$ cat src/design/whrm_pkg.sv
// ----------------------------------------------------------------------------
// whrm_pkg: shared constants and types of the heartbeat rate meter
// Field widths, ring geometry, rate constants and the request and response
// bundles of the shared divider.
// ----------------------------------------------------------------------------
package whrm_pkg;

	// Block configuration.
	localparam int WINDOWS       = 4;
	localparam int HISTORY       = 64;
	localparam int MEASURE_SCALE = 1;

	// Time and rate constants: the beat count is scaled by RATE_MULT and the
	// span is taken in units of SPAN_UNIT_NS nanoseconds.
	localparam int RATE_MULT    = 1000000;
	localparam int SPAN_UNIT_NS = 1000;

	// Field widths fixed by the interface.
	localparam int BEAT_W = 48;
	localparam int TIME_W = 63;
	localparam int RATE_W = 64;
	localparam int SLOT_W = 3;
	localparam int WLEN_W = 7;
	localparam int DATA_W = 32;

	// Ring and window bookkeeping widths.
	localparam int POS_W     = (HISTORY > 1) ? $clog2(HISTORY) : 1;
	localparam int FILL_W    = $clog2(HISTORY + 1);
	localparam int CMP_W     = (FILL_W > WLEN_W) ? FILL_W : WLEN_W;
	localparam int IDX_W     = $clog2(WINDOWS + 1);
	localparam int WIN_IDX_W = (WINDOWS > 1) ? $clog2(WINDOWS) : 1;
	localparam int PADDR_W   = WIN_IDX_W + 2;
	localparam int RING_W    = BEAT_W + TIME_W;

	// Multiplier: half of a beat count times the per-second scale.
	localparam int USEC_W = 20;
	localparam int HALF_W = BEAT_W / 2;
	localparam int MUL_W  = HALF_W + USEC_W;
	localparam int PROD_W = BEAT_W + USEC_W;
	localparam logic [USEC_W-1:0] USEC_K = USEC_W'(RATE_MULT);

	// Divider geometry.
	localparam int DIV_W     = 64;
	localparam int DIV_CNT_W = $clog2(DIV_W + 1);
	localparam logic [DIV_W-1:0] SPAN_DIV = DIV_W'(SPAN_UNIT_NS * MEASURE_SCALE);

	typedef struct packed {
		logic             start;
		logic [DIV_W-1:0] hi;
		logic [DIV_W-1:0] lo;
		logic [DIV_W-1:0] den;
	} div_req_t;

	typedef struct packed {
		logic             busy;
		logic             done;
		logic [DIV_W-1:0] quot;
	} div_rsp_t;

endpackage

$ cat src/design/whrm_divider.sv
// ----------------------------------------------------------------------------
// whrm_divider: shared restoring divider of the heartbeat rate meter
// Divides a two-word dividend by one word, one quotient bit per cycle, and
// saturates to all ones when the quotient does not fit one word.
// ----------------------------------------------------------------------------
module whrm_divider (
	input  logic                clk,
	input  logic                arst_n,
	input  whrm_pkg::div_req_t  req,
	output whrm_pkg::div_rsp_t  rsp
);

	logic                            busy_q;
	logic                            check_q;
	logic                            done_q;
	logic [whrm_pkg::DIV_CNT_W-1:0]  cnt_q;
	logic [whrm_pkg::DIV_W-1:0]      hi_q;
	logic [whrm_pkg::DIV_W-1:0]      lo_q;
	logic [whrm_pkg::DIV_W-1:0]      den_q;
	logic [whrm_pkg::DIV_W-1:0]      quot_q;

	logic [whrm_pkg::DIV_W-1:0]      hi_sh;
	logic [whrm_pkg::DIV_W-1:0]      cmp_a;
	logic                            ge;
	logic                            take;
	logic [whrm_pkg::DIV_W-1:0]      diff;

	// One comparator serves both the overflow check and the iterations.
	always_comb begin
		hi_sh = {hi_q[whrm_pkg::DIV_W-2:0], lo_q[whrm_pkg::DIV_W-1]};
		cmp_a = check_q ? hi_q : hi_sh;
		ge    = (cmp_a >= den_q);
		take  = hi_q[whrm_pkg::DIV_W-1] || ge;
		diff  = hi_sh - den_q;
	end

	always_ff @(posedge clk or negedge arst_n) begin
		if (!arst_n) begin
			busy_q  <= 1'b0;
			check_q <= 1'b0;
			done_q  <= 1'b0;
			cnt_q   <= '0;
		end else begin
			done_q <= 1'b0;
			if (req.start) begin
				busy_q  <= 1'b1;
				check_q <= 1'b1;
				cnt_q   <= whrm_pkg::DIV_CNT_W'(whrm_pkg::DIV_W);
			end else if (busy_q && check_q) begin
				check_q <= 1'b0;
				if (ge) begin
					busy_q <= 1'b0;
					done_q <= 1'b1;
				end
			end else if (busy_q) begin
				cnt_q <= cnt_q - whrm_pkg::DIV_CNT_W'(1);
				if (cnt_q == whrm_pkg::DIV_CNT_W'(1)) begin
					busy_q <= 1'b0;
					done_q <= 1'b1;
				end
			end
		end
	end

	always_ff @(posedge clk) begin
		if (req.start) begin
			hi_q   <= req.hi;
			lo_q   <= req.lo;
			den_q  <= req.den;
			quot_q <= '0;
		end else if (busy_q && check_q) begin
			if (ge) begin
				quot_q <= '1;
			end
		end else if (busy_q) begin
			lo_q   <= {lo_q[whrm_pkg::DIV_W-2:0], 1'b0};
			hi_q   <= take ? diff : hi_sh;
			quot_q <= {quot_q[whrm_pkg::DIV_W-2:0], take};
		end
	end

	assign rsp.busy = busy_q;
	assign rsp.done = done_q;
	assign rsp.quot = quot_q;

endmodule

$ cat config.mk
export PLATFORM = sky130hd
export DESIGN_NAME = whrm_divider
export DESIGN_NICKNAME = d
export VERILOG_FILES = /design/src/design/whrm_pkg.sv /design/src/design/whrm_divider.sv
export SDC_FILE = /design/constraint.sdc
export NUM_CORES = 1
export LEC_CHECK = 0
export BUFFER_PORTS_ARGS = -buffer_cell sky130_fd_sc_hd__buf_2
export CAP_MARGIN = 20
export CELL_PAD_IN_SITES_DETAIL_PLACEMENT = 0
export CELL_PAD_IN_SITES_GLOBAL_PLACEMENT = 1
export CORE_UTILIZATION = 40
export DETAILED_ROUTE_END_ITERATION = 8
export PLACE_DENSITY = 0.78
export SETUP_SLACK_MARGIN = 0.4
export SLEW_MARGIN = 5
export SYNTH_ARGS = -nofsm -noshare
export SYNTH_HDL_FRONTEND = slang
export SYNTH_SLANG_ARGS = --single-unit
$ cat constraint.sdc
create_clock -name clk -period 7 [get_ports clk]
set_input_delay 1.4 -clock clk [delete_from_list [all_inputs] [get_ports clk]]
set_output_delay 1.4 -clock clk [all_outputs]
set_load 0.01 [all_outputs]
**Word-level counts from Yosys, hierarchy flattened**

Cells that the tools add are included.

- Add/subtract/negate cells: 2
- Divide/modulo/power cells: 0
- Order comparisons: 1
- Reduce and logical (&&, ||, !) cells: 7
- Multiply operators: 0
- Bitwise operators: 0
- Shifts and indexed selects: 0
- Mux-type cells: 26
- Equal/unequal tests: 4

Operators with widths:

| cell | count |
|---|---|
| $mux W64 | 11 |
| $ge A64 B64 Y1 | 1 |
| $sub A64 B64 Y64 | 1 |
| $mux W7 | 3 |
| $mux W1 | 12 |
| $eq A7 B1 Y1 const B | 1 |
| $sub A7 B1 Y7 const B | 1 |
| $reduce_bool A2 Y1 | 3 |
| $ne A2 B2 Y1 const B | 2 |
| $reduce_and A2 Y1 | 2 |
| $ne A3 B3 Y1 const B | 1 |
| $logic_and A1 B1 Y1 | 1 |
| $logic_or A1 B1 Y1 | 1 |

- Latch bits: 0
- Input port bits: 195
- Output and inout port bits: 66
- Memory bits (writable): 0
- Memories kept: 0
- Word-level logic and storage cells: 48
- Register bits: 266
- Memory bits (read-only): 0

**Longest topological paths before layout**

Gate-level depths: netlist of run 1.

- Depth in word-level cells: 7
- Mapped depth: 17
- Depth with buffers taken out: 14

**Worst setup path before layout of run 1**

Ideal clock, no wire load.

- Path kind: input to register
- Start: input req[192] in the netlist's numbering
- End: register hi_q[0] in the netlist's numbering, enable pin
- Library setup time: 1.108 ns
- Stages: 5
- Setup slack: 1.543 ns
- Buffers on the path: 3
- Data required time: 5.892 ns
- Arrival time: 4.349 ns
- Cells stage by stage: clkbuf_1 -> inv_2 -> clkbuf_1 -> clkbuf_1 -> nand2_1

- Cells in the longest elaborated chain, start to end: 2
- Elaborated cells on any way between the ends: 3
- Those cells by class: eq/ne: 1; reduce/logical: 2

Ends and longest elaborated chain:

| what | RTL line | text |
|---|---|---|
| start, declared | whrm_divider.sv:9 | `input whrm_pkg::div_req_t req,` |
| $ne A2 B2 Y1 (no line) or $reduce_bool A2 Y1 (tied branches) | -- |  |
| $reduce_and A2 Y1 (no line) (*) | -- |  |
| end signal, assigned | whrm_divider.sv:67 | `hi_q <= req.hi;` |
| end signal, assigned | whrm_divider.sv:77 | `hi_q <= take ? diff : hi_sh;` |
| end, declared | whrm_divider.sv:17 | `logic [whrm_pkg::DIV_W-1:0] hi_q;` |

Mark *: on every way between the ends. The rest lies on a longest branch, timed or not.
A chain may end at the register's enable or synchronous reset.

**Final worst setup path of run 1**

- Start: register check_q
- End: register hi_q[45] in the netlist's numbering, data pin

- Cells in the longest elaborated chain, start to end: 7

Ends and longest elaborated chain:

| what | RTL line | text |
|---|---|---|
| start, declared | whrm_divider.sv:14 | `logic check_q;` |
| start signal, assigned | whrm_divider.sv:40 | `check_q <= 1'b0;` |
| start signal, assigned | whrm_divider.sv:47 | `check_q <= 1'b1;` |
| start signal, assigned | whrm_divider.sv:50 | `check_q <= 1'b0;` |
| $mux W64 | whrm_divider.sv:31 | `cmp_a = check_q ? hi_q : hi_sh;` |
| $ge A64 B64 Y1 | whrm_divider.sv:32 | `ge = (cmp_a >= den_q);` |
| $logic_or A1 B1 Y1 | whrm_divider.sv:33 | `take = hi_q[whrm_pkg::DIV_W-1] \|\| ge;` |
| $mux W64 | whrm_divider.sv:77 |  |
| $mux W64 | whrm_divider.sv:75 | `end else if (busy_q) begin` |
| $mux W64 | whrm_divider.sv:71 | `end else if (busy_q && check_q) begin` |
| $mux W64 | whrm_divider.sv:66 | `if (req.start) begin` |

Every way passes these cells. The select of a mux whose other input is x is not followed.

==> flow_metrics.py, run 1 <==
metrics = {
    "power_and_ir_drop": {
        "p_total_mw": 7.598,
        "ir_worst_vdd_mv": 0.1943,
        "p_per_area_nw_per_um2": 396.5,
        "leakagePower_nw": 8.151,
    },
    "setup_path": {
        "path_cells": "buf_4 > mux2_2 > ha_1 > a21oi_1 > o21ai_0 > a2111oi_0 > o21ai_0 > a21oi_1 > o21ai_0 > a211oi_4 > buf_12 > nor2_1 > a211oi_1 > a21oi_1",
        "worst-path-max-fanout": 109,
        "crit_required_ps": 7310,
        "startpoint": "check_q$_DFFE_PN0P_",
        "path_buf_inv": 2,
        "cp-start-kind": "register",
        "arrival_ps": 5380,
        "cp_num_cells": 14,
        "ff2ff_path_depth": 14,
        "max_stage_delay_ps": 890,
        "r2r-start": "check_q$_DFFE_PN0P_",
        "critical_path_class": "reg2reg",
        "crit_path_end_kind": "register",
        "cpMaxStageDelayCell": "dfrtp_2",
        "crit_family": "compound AO/OA/AOI/OAI gates",
    },
    "synth": {
        "synth_top_area_share_pct": 35.35,
        "syn_nets": 1862,
        "synth_cells": 1537,
        "synth-seq-cells": 266,
        "syn_area_per_cell_um2": 10.61,
        "synth_area_leaders": "edfxtp_1 (35%), ha_1 (9.9%), mux2_2 (8.8%)",
        "synthDistinctLibCells": 70,
        "syn_area_um2": 16310,
        "synth_top_cell_by_area": "edfxtp_1",
        "ys_async_sr_fraction_pct": 3.759,
        "ys.flop_type": "edfxtp_1",
        "synth_edf_count": 192,
        "yosys_warnings": 0,
        "seq_area_frac_synth_pct": 44.74,
    },
    "drt": {
        "via_per_inst": 5.514,
        "drt-met1-wl_um": 19000,
        "highest_layer": "met5",
        "first_iter_violations": 781,
        "dr_total_vias": 12740,
        "wl_met3_um": 2982,
        "antenna_left": 0,
        "drt_pass1_iterations": 7,
        "post_drt_wl_per_cell_um": 18.51,
        "wl_met2_um": 19590,
        "drc": 0,
        "wl_um": 42770,
    },
    "placed_design": {
        "place_congestion": 0.9049,
        "dp_hpwl_um": 31020,
        "dp_cells": 2247,
        "port_buffers": 260,
        "preCtsSetupSlack_ps": 1936,
    },
    "global_route": {
        "grt_pass1_vias": 12600,
        "grt_usage_pct": 20.04,
        "grt_max_degree": 139,
        "grt_pass1_wl_um": 67250,
        "antenna_found_initial": 13,
        "grt.overflow.total": 0,
    },
    "floorplanning": {
        "core_um2": 40010,
        "dieArea_um2": 41590,
        "fp-row-count": 73,
        "initial_core_util_pct": 40.77,
        "fp.dieW_um": 203.9,
        "dieHeight_um": 203.9,
        "io_pins": 261,
    },
    "timing": {
        "finalHoldViolCount": 0,
        "setup_viol": 0,
        "fin_skew_ps": 34.22,
        "grt_setup_unrepaired": "no",
        "worstMarginPinSlew_ps": 901.4,
        "slew_violations": 0,
        "final.min_clock_period_ps": 5071,
        "fin_ws_ps": 1929,
        "fin_crit_sh_pct": 72.45,
        "maxSlewHeadroom_pct": 39.68,
        "fin_tns_setup_ps": 0,
        "max_clock_freq_ghz": 0.1972,
    },
    "finish": {
        "drive_gt1_share_pct": 29.66,
        "regArea_um2": 7298,
        "fin_util_pct": 47.90,
        "nets": 2081,
        "n_fill_cell": 3791,
        "instances_no_fill": 2310,
        "multi_input_area_um2": 8273,
        "area_growth_pct": 17.48,
    },
    "clock_tree": {
        "path_clk_slew_ps": 60,
        "cts_tree": "yes",
        "insertion_delay_ps": 610,
        "hold_buffers": 0,
        "cts_buffers": 31,
        "numClockSinks": 266,
        "max-clock-path-buffers": 3,
        "post_cts_resized": 0,
        "cts_root_buffer": "clkbuf_16",
        "htreeDepth": 1,
        "postCtsSetupBuffers": 0,
    },
    "min_path": {
        "min_path_type": "reg2reg",
        "min_from": "quot_q[0]$_SDFFE_PP0P_",
        "whs_path_depth": 2,
    },
    "status": {
        "status": "completed",
    },
    "run": {
        "drv_cap": 0,
    },
}
metal layers:
layer / vias to the layer above / track usage, %
met3: 80 / 5.277
met4: 16 / 5.251
li1: 6244 / -
met5: - / 0
met1: 6073 / 26.46
met2: 325 / 32.40
Yosys cell counts, drive strengths merged (3+ instances only):
cell	n
a21oi	140
dfxtp	64
o21ai	66
nand2b	6
nor3	12
o21a	11
inv	114
a221oi	6
o211ai	4
mux2i	17
o41ai	3
nand4	24
or4	3
xor2	25
a31oi	14
nor4	14
edfxtp	192
or3	4
dfrtp	10
a31o	5
nand3	12
clkbuf	57
ha	129
a21o	37
xnor2	36
o31ai	5
a221o	5
nor4b	3
nand2	89
and2	8
mux2	127
o221a	63
a211oi	38
buf	26
a41oi	5
o21bai	10
a2111oi	5
nor2	103
nor2b	8
and3	10
kinds of logic (layout without fill, tap and decap cells):
group	after synthesis	in the layout	share of synthesized area (%)
other	0	5	0
XOR/XNOR	61	61	3.276
AO/OA/AOI/OAI	434	434	18.70
AND/OR/NAND/NOR	305	305	8.768
multiplexers	144	144	9.811
flip-flops	266	266	44.74
adder cells (fa/ha/maj)	130	130	10.02
buffers and inverters	197	440	4.687
flip-flops by register name, summed over array words and instances (netlist names):
signal,count
den_q,64
hi_q,64
lo_q,64
quot_q,64
cnt_q,7
busy_q,1
check_q,1
done_q,1
layout by cell type (no fill, tap or decap), drive strengths merged, types with 64 or more instances in the layout:
master,instances
mux2,127
inv,115
buf,268
a21oi,140
edfxtp,192
dfxtp,64
o21ai,66
nand2,89
ha,129
nor2,103
where the power goes:
part / leakage, nW / switching, mW / internal (mW)
combinational: 5.09 / 1.93 / 1.51
clock: 0.497 / 0.695 / 0.945
sequential: 2.57 / 0.333 / 2.18
through the flow:
step                      hold slack (ps)  instance area (um2)
after global placement              501.8                18060
final                               514.9                19160
after CTS                           519.6                19120
after detailed placement            513.1                18080
after floorplan                     483.6                16310
after global routing                549.0                19150
worst register-to-register path, stage by stage (launching register included):
cell and delay [ps]:
dfrtp_2 890, buf_4 610, mux2_2 400, ha_1 310, a21oi_1 130, o21ai_0 120
a2111oi_0 440, o21ai_0 190, a21oi_1 180, o21ai_0 230, a211oi_4 350, buf_12 460
nor2_1 130, a211oi_1 260, a21oi_1 70
area by class of cell:
type | count | area share, %
Multi-Input combinational cell | 1074 | 43.17
Sequential cell | 266 | 38.09
Timing Repair Buffer | 269 | 7.594
Clock inverter | 14 | 0.7052
Inverter | 114 | 2.240
Clock buffer | 43 | 4.708
Tap cell | 525 | 3.428
Antenna cell | 5 | 0.06530
final timing paths:
kind	to	slack (ps)
setup / recovery	hi_q[45]$_DFFE_PP_	1930
hold / removal	quot_q[0]$_SDFFE_PP0P_	510
setup reg to reg	hi_q[45]$_DFFE_PP_	1930
hold reg to reg	quot_q[0]$_SDFFE_PP0P_	510
max in group asynchronous	done_q$_DFF_PN0_	6130
min in group asynchronous	cnt_q[2]$_DFFE_PN0P_	650
No activity file was read; power rests on OpenSTA's default activity.
==> run 2: changes to the inputs <==
--- a/config.mk
+++ b/config.mk
@@ -11,7 +11,7 @@
 export CELL_PAD_IN_SITES_GLOBAL_PLACEMENT = 1
 export CORE_UTILIZATION = 40
 export DETAILED_ROUTE_END_ITERATION = 8
-export PLACE_DENSITY = 0.78
+export PLACE_DENSITY = 0.81
 export SETUP_SLACK_MARGIN = 0.4
 export SLEW_MARGIN = 5
 export SYNTH_ARGS = -nofsm -noshare
==> constraint.sdc (replaced) <==
create_clock -name clk -period 4.3 [get_ports clk]
set_input_delay 0.86 -clock clk [delete_from_list [all_inputs] [get_ports clk]]
set_output_delay 0.86 -clock clk [all_outputs]
set_load 0.01 [all_outputs]
==> run 2 against run 1 <==
Compared with the run above: combinational power is 85% higher; worst setup slack got worse by 1500 ps; sequential share of layout area fell by 1.7 points; register-to-register slack lost 1500 ps; first-iteration DRC count rose by 26%.
==> flow_metrics.py, run 2 (same netlist as run 1, synthesis figures left out) <==
metrics = {
    "finish": {
        "regArea_um2": 7298,
        "layout_commonest_cell": "buf_2",
        "drive_gt1_share_pct": 33.81,
        "area_growth_pct": 23.11,
        "multi_input_area_um2": 8623,
        "mostFrequentLayoutCells": "buf_2 (259), edfxtp_1 (192), a21oi_1 (136), mux2_2 (127), ha_1 (119)",
        "final_area_um2": 20080,
        "n_fill_cell": 3724,
        "fin_util_pct": 50.19,
        "nets": 2135,
    },
    "power_and_ir_drop": {
        "p_per_area_nw_per_um2": 647.8,
        "ir_worst_vdd_mv": 0.3967,
        "leakagePower_nw": 8.530,
    },
    "clock_tree": {
        "path_clk_slew_ps": 60,
        "max-clock-path-buffers": 3,
        "insertion_delay_ps": 600,
        "cts_root_buffer": "clkbuf_16",
        "numClockSinks": 266,
        "cts_buffers": 31,
        "htreeDepth": 1,
        "cts_tree": "yes",
    },
    "timing": {
        "max_clock_freq_ghz": 0.2606,
        "final.min_clock_period_ps": 3837,
        "grt_setup_unrepaired": "yes",
        "fin_crit_sh_pct": 89.24,
        "finalHoldViolCount": 0,
        "slew_violations": 0,
        "fin_skew_ps": 21.72,
        "fin_tns_setup_ps": 0,
        "maxSlewHeadroom_pct": 50.53,
        "setup_viol": 0,
        "hold_ws_ps": 127.0,
        "worstMarginPinSlew_ps": 742.0,
    },
    "floorplanning": {
        "initial_core_util_pct": 40.77,
        "io_pins": 261,
        "fp-row-count": 73,
        "core_um2": 40010,
        "dieArea_um2": 41590,
        "fp.dieW_um": 203.9,
        "dieHeight_um": 203.9,
    },
    "drt": {
        "dr_total_vias": 13170,
        "post_drt_wl_per_cell_um": 19.35,
        "drt_pass1_iterations": 5,
        "first_iter_violations": 983,
        "antenna_left": 0,
        "drc": 0,
        "wl_um": 45710,
        "via_per_inst": 5.574,
    },
    "min_path": {
        "min_path_type": "in2async",
    },
    "setup_path": {
        "worst-path-max-fanout": 7,
        "arrival_ps": 4180,
        "cp-start-kind": "register",
        "crit_path_end_kind": "register",
        "crit_required_ps": 4650,
        "critical_path_class": "reg2reg",
    },
    "placed_design": {
        "place_area_um2": 18270,
        "place_congestion": 0.9092,
        "port_buffers": 260,
        "dp_hpwl_um": 32010,
    },
    "global_route": {
        "antenna_found_initial": 11,
        "grt_pass1_vias": 12900,
        "met2_usage_pct": 34.07,
        "grt_usage_pct": 20.45,
        "busiest_layer": "met2",
        "grt_pass1_wl_um": 68140,
        "grtUsageMet1_pct": 26.21,
        "grt.overflow.total": 0,
        "grt_max_degree": 136,
        "globalRouteMet3Util_pct": 4.974,
    },
    "status": {
        "status": "completed",
    },
    "run": {
        "drv_cap": 0,
    },
}
==> run 2: cell types whose count changed in the layout (fill, tap and decap cells not counted), moves of 7 or more <==
cell / change
ha_4: +8
a211oi_2: +8
a211oi_1: -8
clkinv_1: +7
buf_12: +11
o21ai_0: -7
ha_1: -10
buf_4: +32
==> run 2: critical path, stage by stage (launching register included) <==
cell,delay (ps)
dfrtp_2,420
buf_12,140
buf_4,150
clkbuf_16,150
mux2_2,330
ha_1,270
nand4_1,260
nand2b_1,170
a31oi_2,110
nor3_4,300
o21ai_4,130
a211oi_4,390
buf_6,220
buf_4,120
nor2_2,90
a221o_1,330
==> run 2: path summary, 6_finish.rpt <==
path                                       from                   end  slack, ps  cells past startpoint
setup / recovery            check_q$_DFFE_PN0P_    hi_q[34]$_DFFE_PP_        460                     15
min in group clk                        req[49]   den_q[49]$_DFFE_PP_        440                      1
setup reg to reg            check_q$_DFFE_PN0P_    hi_q[34]$_DFFE_PP_        460                     15
hold reg to reg            cnt_q[6]$_DFFE_PN0P_  cnt_q[6]$_DFFE_PN0P_        540                      2
max in group asynchronous                arst_n   check_q$_DFFE_PN0P_       3960                      1
hold / removal                           arst_n      done_q$_DFF_PN0_        130                      1
==> run 2: metrics by stage <==
step | total power [mW] | instances | setup slack, ps
2_1_floorplan | 8.159 | 1537 | 481.0
3_3_place_gp | 9.693 | 2262 | -87.11
3_5_place_dp | 9.809 | 2262 | -149.6
4_1_cts | 12.46 | 2320 | 402.1
5_1_grt | 13.84 | 2361 | 334.3
6_report | 13.01 | 2363 | 462.6
==> run 2: what timing repair did <==
| item | 4_1_cts | 5_1_grt |
|---|---|---|
| hold buffers | 0 | 0 |
| cloned | 0 | 8 |
| endpoints found under the setup margin | 128 | 64 |
| gates resized for setup | 8 | 71 |
| buffers inserted | 1 | 31 |
| pin swaps | 1 | 16 |
==> run 2: power by group <==
part,internal [mW],switching (mW),leakage [nW],total [mW]
Clock,1.44,1.12,0.458,2.57
Sequential,3.55,0.542,2.57,4.10
Combinational,2.89,3.46,5.51,6.35
Total,7.89,5.12,8.53,13.0
==> run 2: layout make-up <==
type	count	share of cell area, %
Clock buffer	37	3.975
Clock inverter	20	0.8536
Antenna cell	4	0.04985
Multi-Input combinational cell	1074	42.94
Inverter	114	2.137
Sequential cell	266	36.34
Timing Repair Buffer	323	10.42
Tap cell	525	3.271
==> run 2: metal layers <==
layer	vias up	wire [um]
met1	6333	19630
met5	-	91
met2	389	21570
met4	14	1262
met3	86	3162
li1	6350	-
==> run 3: changes to the inputs <==
--- a/config.mk
+++ b/config.mk
@@ -11,6 +11,7 @@
 export CELL_PAD_IN_SITES_GLOBAL_PLACEMENT = 1
 export CORE_UTILIZATION = 40
 export DETAILED_ROUTE_END_ITERATION = 8
+export HOLD_SLACK_MARGIN = 0.15
 export PLACE_DENSITY = 0.81
 export SETUP_SLACK_MARGIN = 0.4
 export SLEW_MARGIN = 5
==> run 3 against run 2 <==
Compared with the run above: count of clock-buffer cells in the layout unchanged; flip-flop and latch count unchanged; critical path depth is the same; hold slack better by 310 ps; design area hardly changed; critical path type unchanged; critical endpoint is now hi_q[57]$_DFFE_PP_; highest routed layer unchanged.
==> flow_metrics.py, run 3 (same netlist as run 1, synthesis figures left out) <==
metrics = {
    "power_and_ir_drop": {
        "seq_power_share_pct": 31.5,
        "netSwitchingFraction_pct": 39.35,
        "p_sw_mw": 5.117,
        "p_per_area_nw_per_um2": 647.2,
        "power_frac_clock_pct": 19.7,
        "internal_power_mw": 7.886,
        "leakagePower_nw": 8.534,
        "p_comb_share_pct": 48.8,
        "ir_worst_vdd_mv": 0.3973,
    },
    "setup_path": {
        "reg2reg_slack_ps": 440,
        "critical_path.endpoint": "hi_q[57]$_DFFE_PP_",
        "worst_path_most_repeated_cell": "buf_4",
        "arrival_ps": 4210,
        "max_stage_delay_ps": 420,
        "startpoint": "check_q$_DFFE_PN0P_",
        "cpMaxStageDelayCell": "dfrtp_2",
        "critical_path_class": "reg2reg",
        "r2r-start": "check_q$_DFFE_PN0P_",
        "crit_path_end_kind": "register",
        "ff2ff_path_depth": 15,
        "path_buf_inv": 5,
        "crit_required_ps": 4650,
        "worst-path-max-fanout": 7,
        "path_cells": "buf_12 > buf_4 > clkbuf_16 > mux2_2 > ha_1 > nand4_1 > nand2b_1 > a31oi_2 > nor3_4 > o21ai_4 > a211oi_4 > buf_6 > buf_4 > nor2_2 > a221o_1",
        "cp_num_cells": 15,
        "crit_family": "compound AO/OA/AOI/OAI gates",
        "r2r-end": "hi_q[57]$_DFFE_PP_",
        "cp-start-kind": "register",
    },
    "finish": {
        "final_area_um2": 20090,
        "n_fill_cell": 3723,
        "instances_no_fill": 2364,
        "layout_commonest_cell": "buf_2",
        "nets": 2136,
        "area_growth_pct": 23.17,
        "drive_gt1_share_pct": 33.79,
        "mostFrequentLayoutCells": "buf_2 (259), edfxtp_1 (192), a21oi_1 (136), mux2_2 (127), ha_1 (119)",
    },
    "run": {
        "drv_cap": 0,
    },
    "floorplanning": {
        "dieHeight_um": 203.9,
        "initial_core_util_pct": 40.77,
        "fp.dieW_um": 203.9,
        "core_um2": 40010,
        "dieArea_um2": 41590,
        "io_pins": 261,
        "fp-row-count": 73,
    },
    "drt": {
        "antenna_left": 0,
        "post_drt_wl_per_cell_um": 19.33,
        "via_per_inst": 5.596,
        "dr_total_vias": 13230,
        "drc": 0,
        "first_iter_violations": 862,
        "wl_um": 45690,
        "drt_pass1_iterations": 5,
    },
    "placed_design": {
        "dp_hpwl_um": 32010,
        "dp_cells": 2262,
        "place_area_um2": 18270,
        "port_buffers": 260,
        "place_congestion": 0.9092,
    },
    "global_route": {
        "grt_pass1_vias": 12900,
        "grt.overflow.total": 0,
        "grt_max_degree": 136,
        "globalRouteMet3Util_pct": 4.911,
        "met2_usage_pct": 34.10,
        "busiest_layer": "met2",
        "grt_usage_pct": 20.45,
        "grtUsageMet1_pct": 26.24,
        "grt_pass1_wl_um": 68180,
        "antenna_found_initial": 10,
    },
    "timing": {
        "finalHoldViolCount": 0,
        "worstMarginPinSlew_ps": 745.5,
        "slew_violations": 0,
        "fin_crit_sh_pct": 89.71,
        "maxSlewHeadroom_pct": 50.30,
        "max_clock_freq_ghz": 0.2592,
        "hold_ws_ps": 433.1,
        "fin_skew_ps": 22.22,
        "grt_setup_unrepaired": "yes",
        "setup_viol": 0,
        "final.min_clock_period_ps": 3858,
    },
    "clock_tree": {
        "max-clock-path-buffers": 3,
        "cts_root_buffer": "clkbuf_16",
        "cts_buffers": 31,
        "htreeDepth": 1,
        "insertion_delay_ps": 600,
        "path_clk_slew_ps": 70,
        "numClockSinks": 266,
        "cts_tree": "yes",
    },
    "min_path": {
        "min_path_type": "in2reg",
        "min_from": "req[35]",
    },
    "status": {
        "status": "completed",
    },
}
run 3: cell types whose count changed in the layout (fill, tap and decap cells not counted):
cell | previous run | this run
dlygate4sd3_1 | 0 | 1
run 3: cell type report:
cell class | count | area [um2] | share of cell area (%)
Antenna cell | 4 | 10.01 | 0.04982
Clock buffer | 37 | 798.3 | 3.973
Clock inverter | 20 | 171.4 | 0.8532
Inverter | 114 | 429.2 | 2.136
Multi-Input combinational cell | 1074 | 8623 | 42.92
Sequential cell | 266 | 7298 | 36.33
Tap cell | 525 | 656.9 | 3.270
Timing Repair Buffer | 324 | 2103 | 10.47
run 3: power by group through the flow:
| stage | sequential, mW | clock [mW] | combinational [mW] |
|---|---|---|---|
| 3_5_place_dp | 4.12 | 0 | 5.69 |
| 6_report | 4.10 | 2.57 | 6.34 |
| 4_1_cts | 4.08 | 2.63 | 5.75 |
| 3_3_place_gp | 4.11 | 0 | 5.59 |
| 5_1_grt | 4.19 | 2.71 | 6.95 |
| 2_1_floorplan | 4.06 | 0 | 4.10 |
run 3: worst min-delay path by stage:
| stage | cells after the start | slack [ps] | to |
|---|---|---|---|
| 2_1_floorplan | 2 | 480 | cnt_q[6]$_DFFE_PN0P_ |
| 3_3_place_gp | 2 | 500 | cnt_q[6]$_DFFE_PN0P_ |
| 3_5_place_dp | 2 | 520 | cnt_q[6]$_DFFE_PN0P_ |
| 4_1_cts | 1 | 400 | den_q[24]$_DFFE_PP_ |
| 5_1_grt | 1 | 410 | den_q[18]$_DFFE_PP_ |
| 6_report | 1 | 430 | den_q[35]$_DFFE_PP_ |
run 3: layer usage:
layer / part of all wire [%] / vias to the layer above
met5: 0.18 / -
met4: 2.7 / 12
met3: 6.8 / 81
met2: 47 / 407
met1: 43 / 6368
li1: - / 6361
run 3: through the flow:
stage,total power [mW],utilization [%],setup TNS [ps],setup slack (ps)
after floorplan,8.159,-,0,481.0
after global placement,9.693,45.68,-326.5,-87.11
after detailed placement,9.809,45.68,-934.1,-149.6
after CTS,12.46,48.24,0,402.1
after global routing,13.85,50.21,0,334.3
final,13.00,50.22,0,442.4
run 3: repair_timing:
item                                    in CTS  in global routing
cloned                                       0                  8
pin swaps                                    1                 16
buffers inserted                             1                 31
endpoints found under the setup margin     128                 64
endpoints found under the hold margin       10                  0
resized for setup                            8                 71
hold buffers                                 1                  0
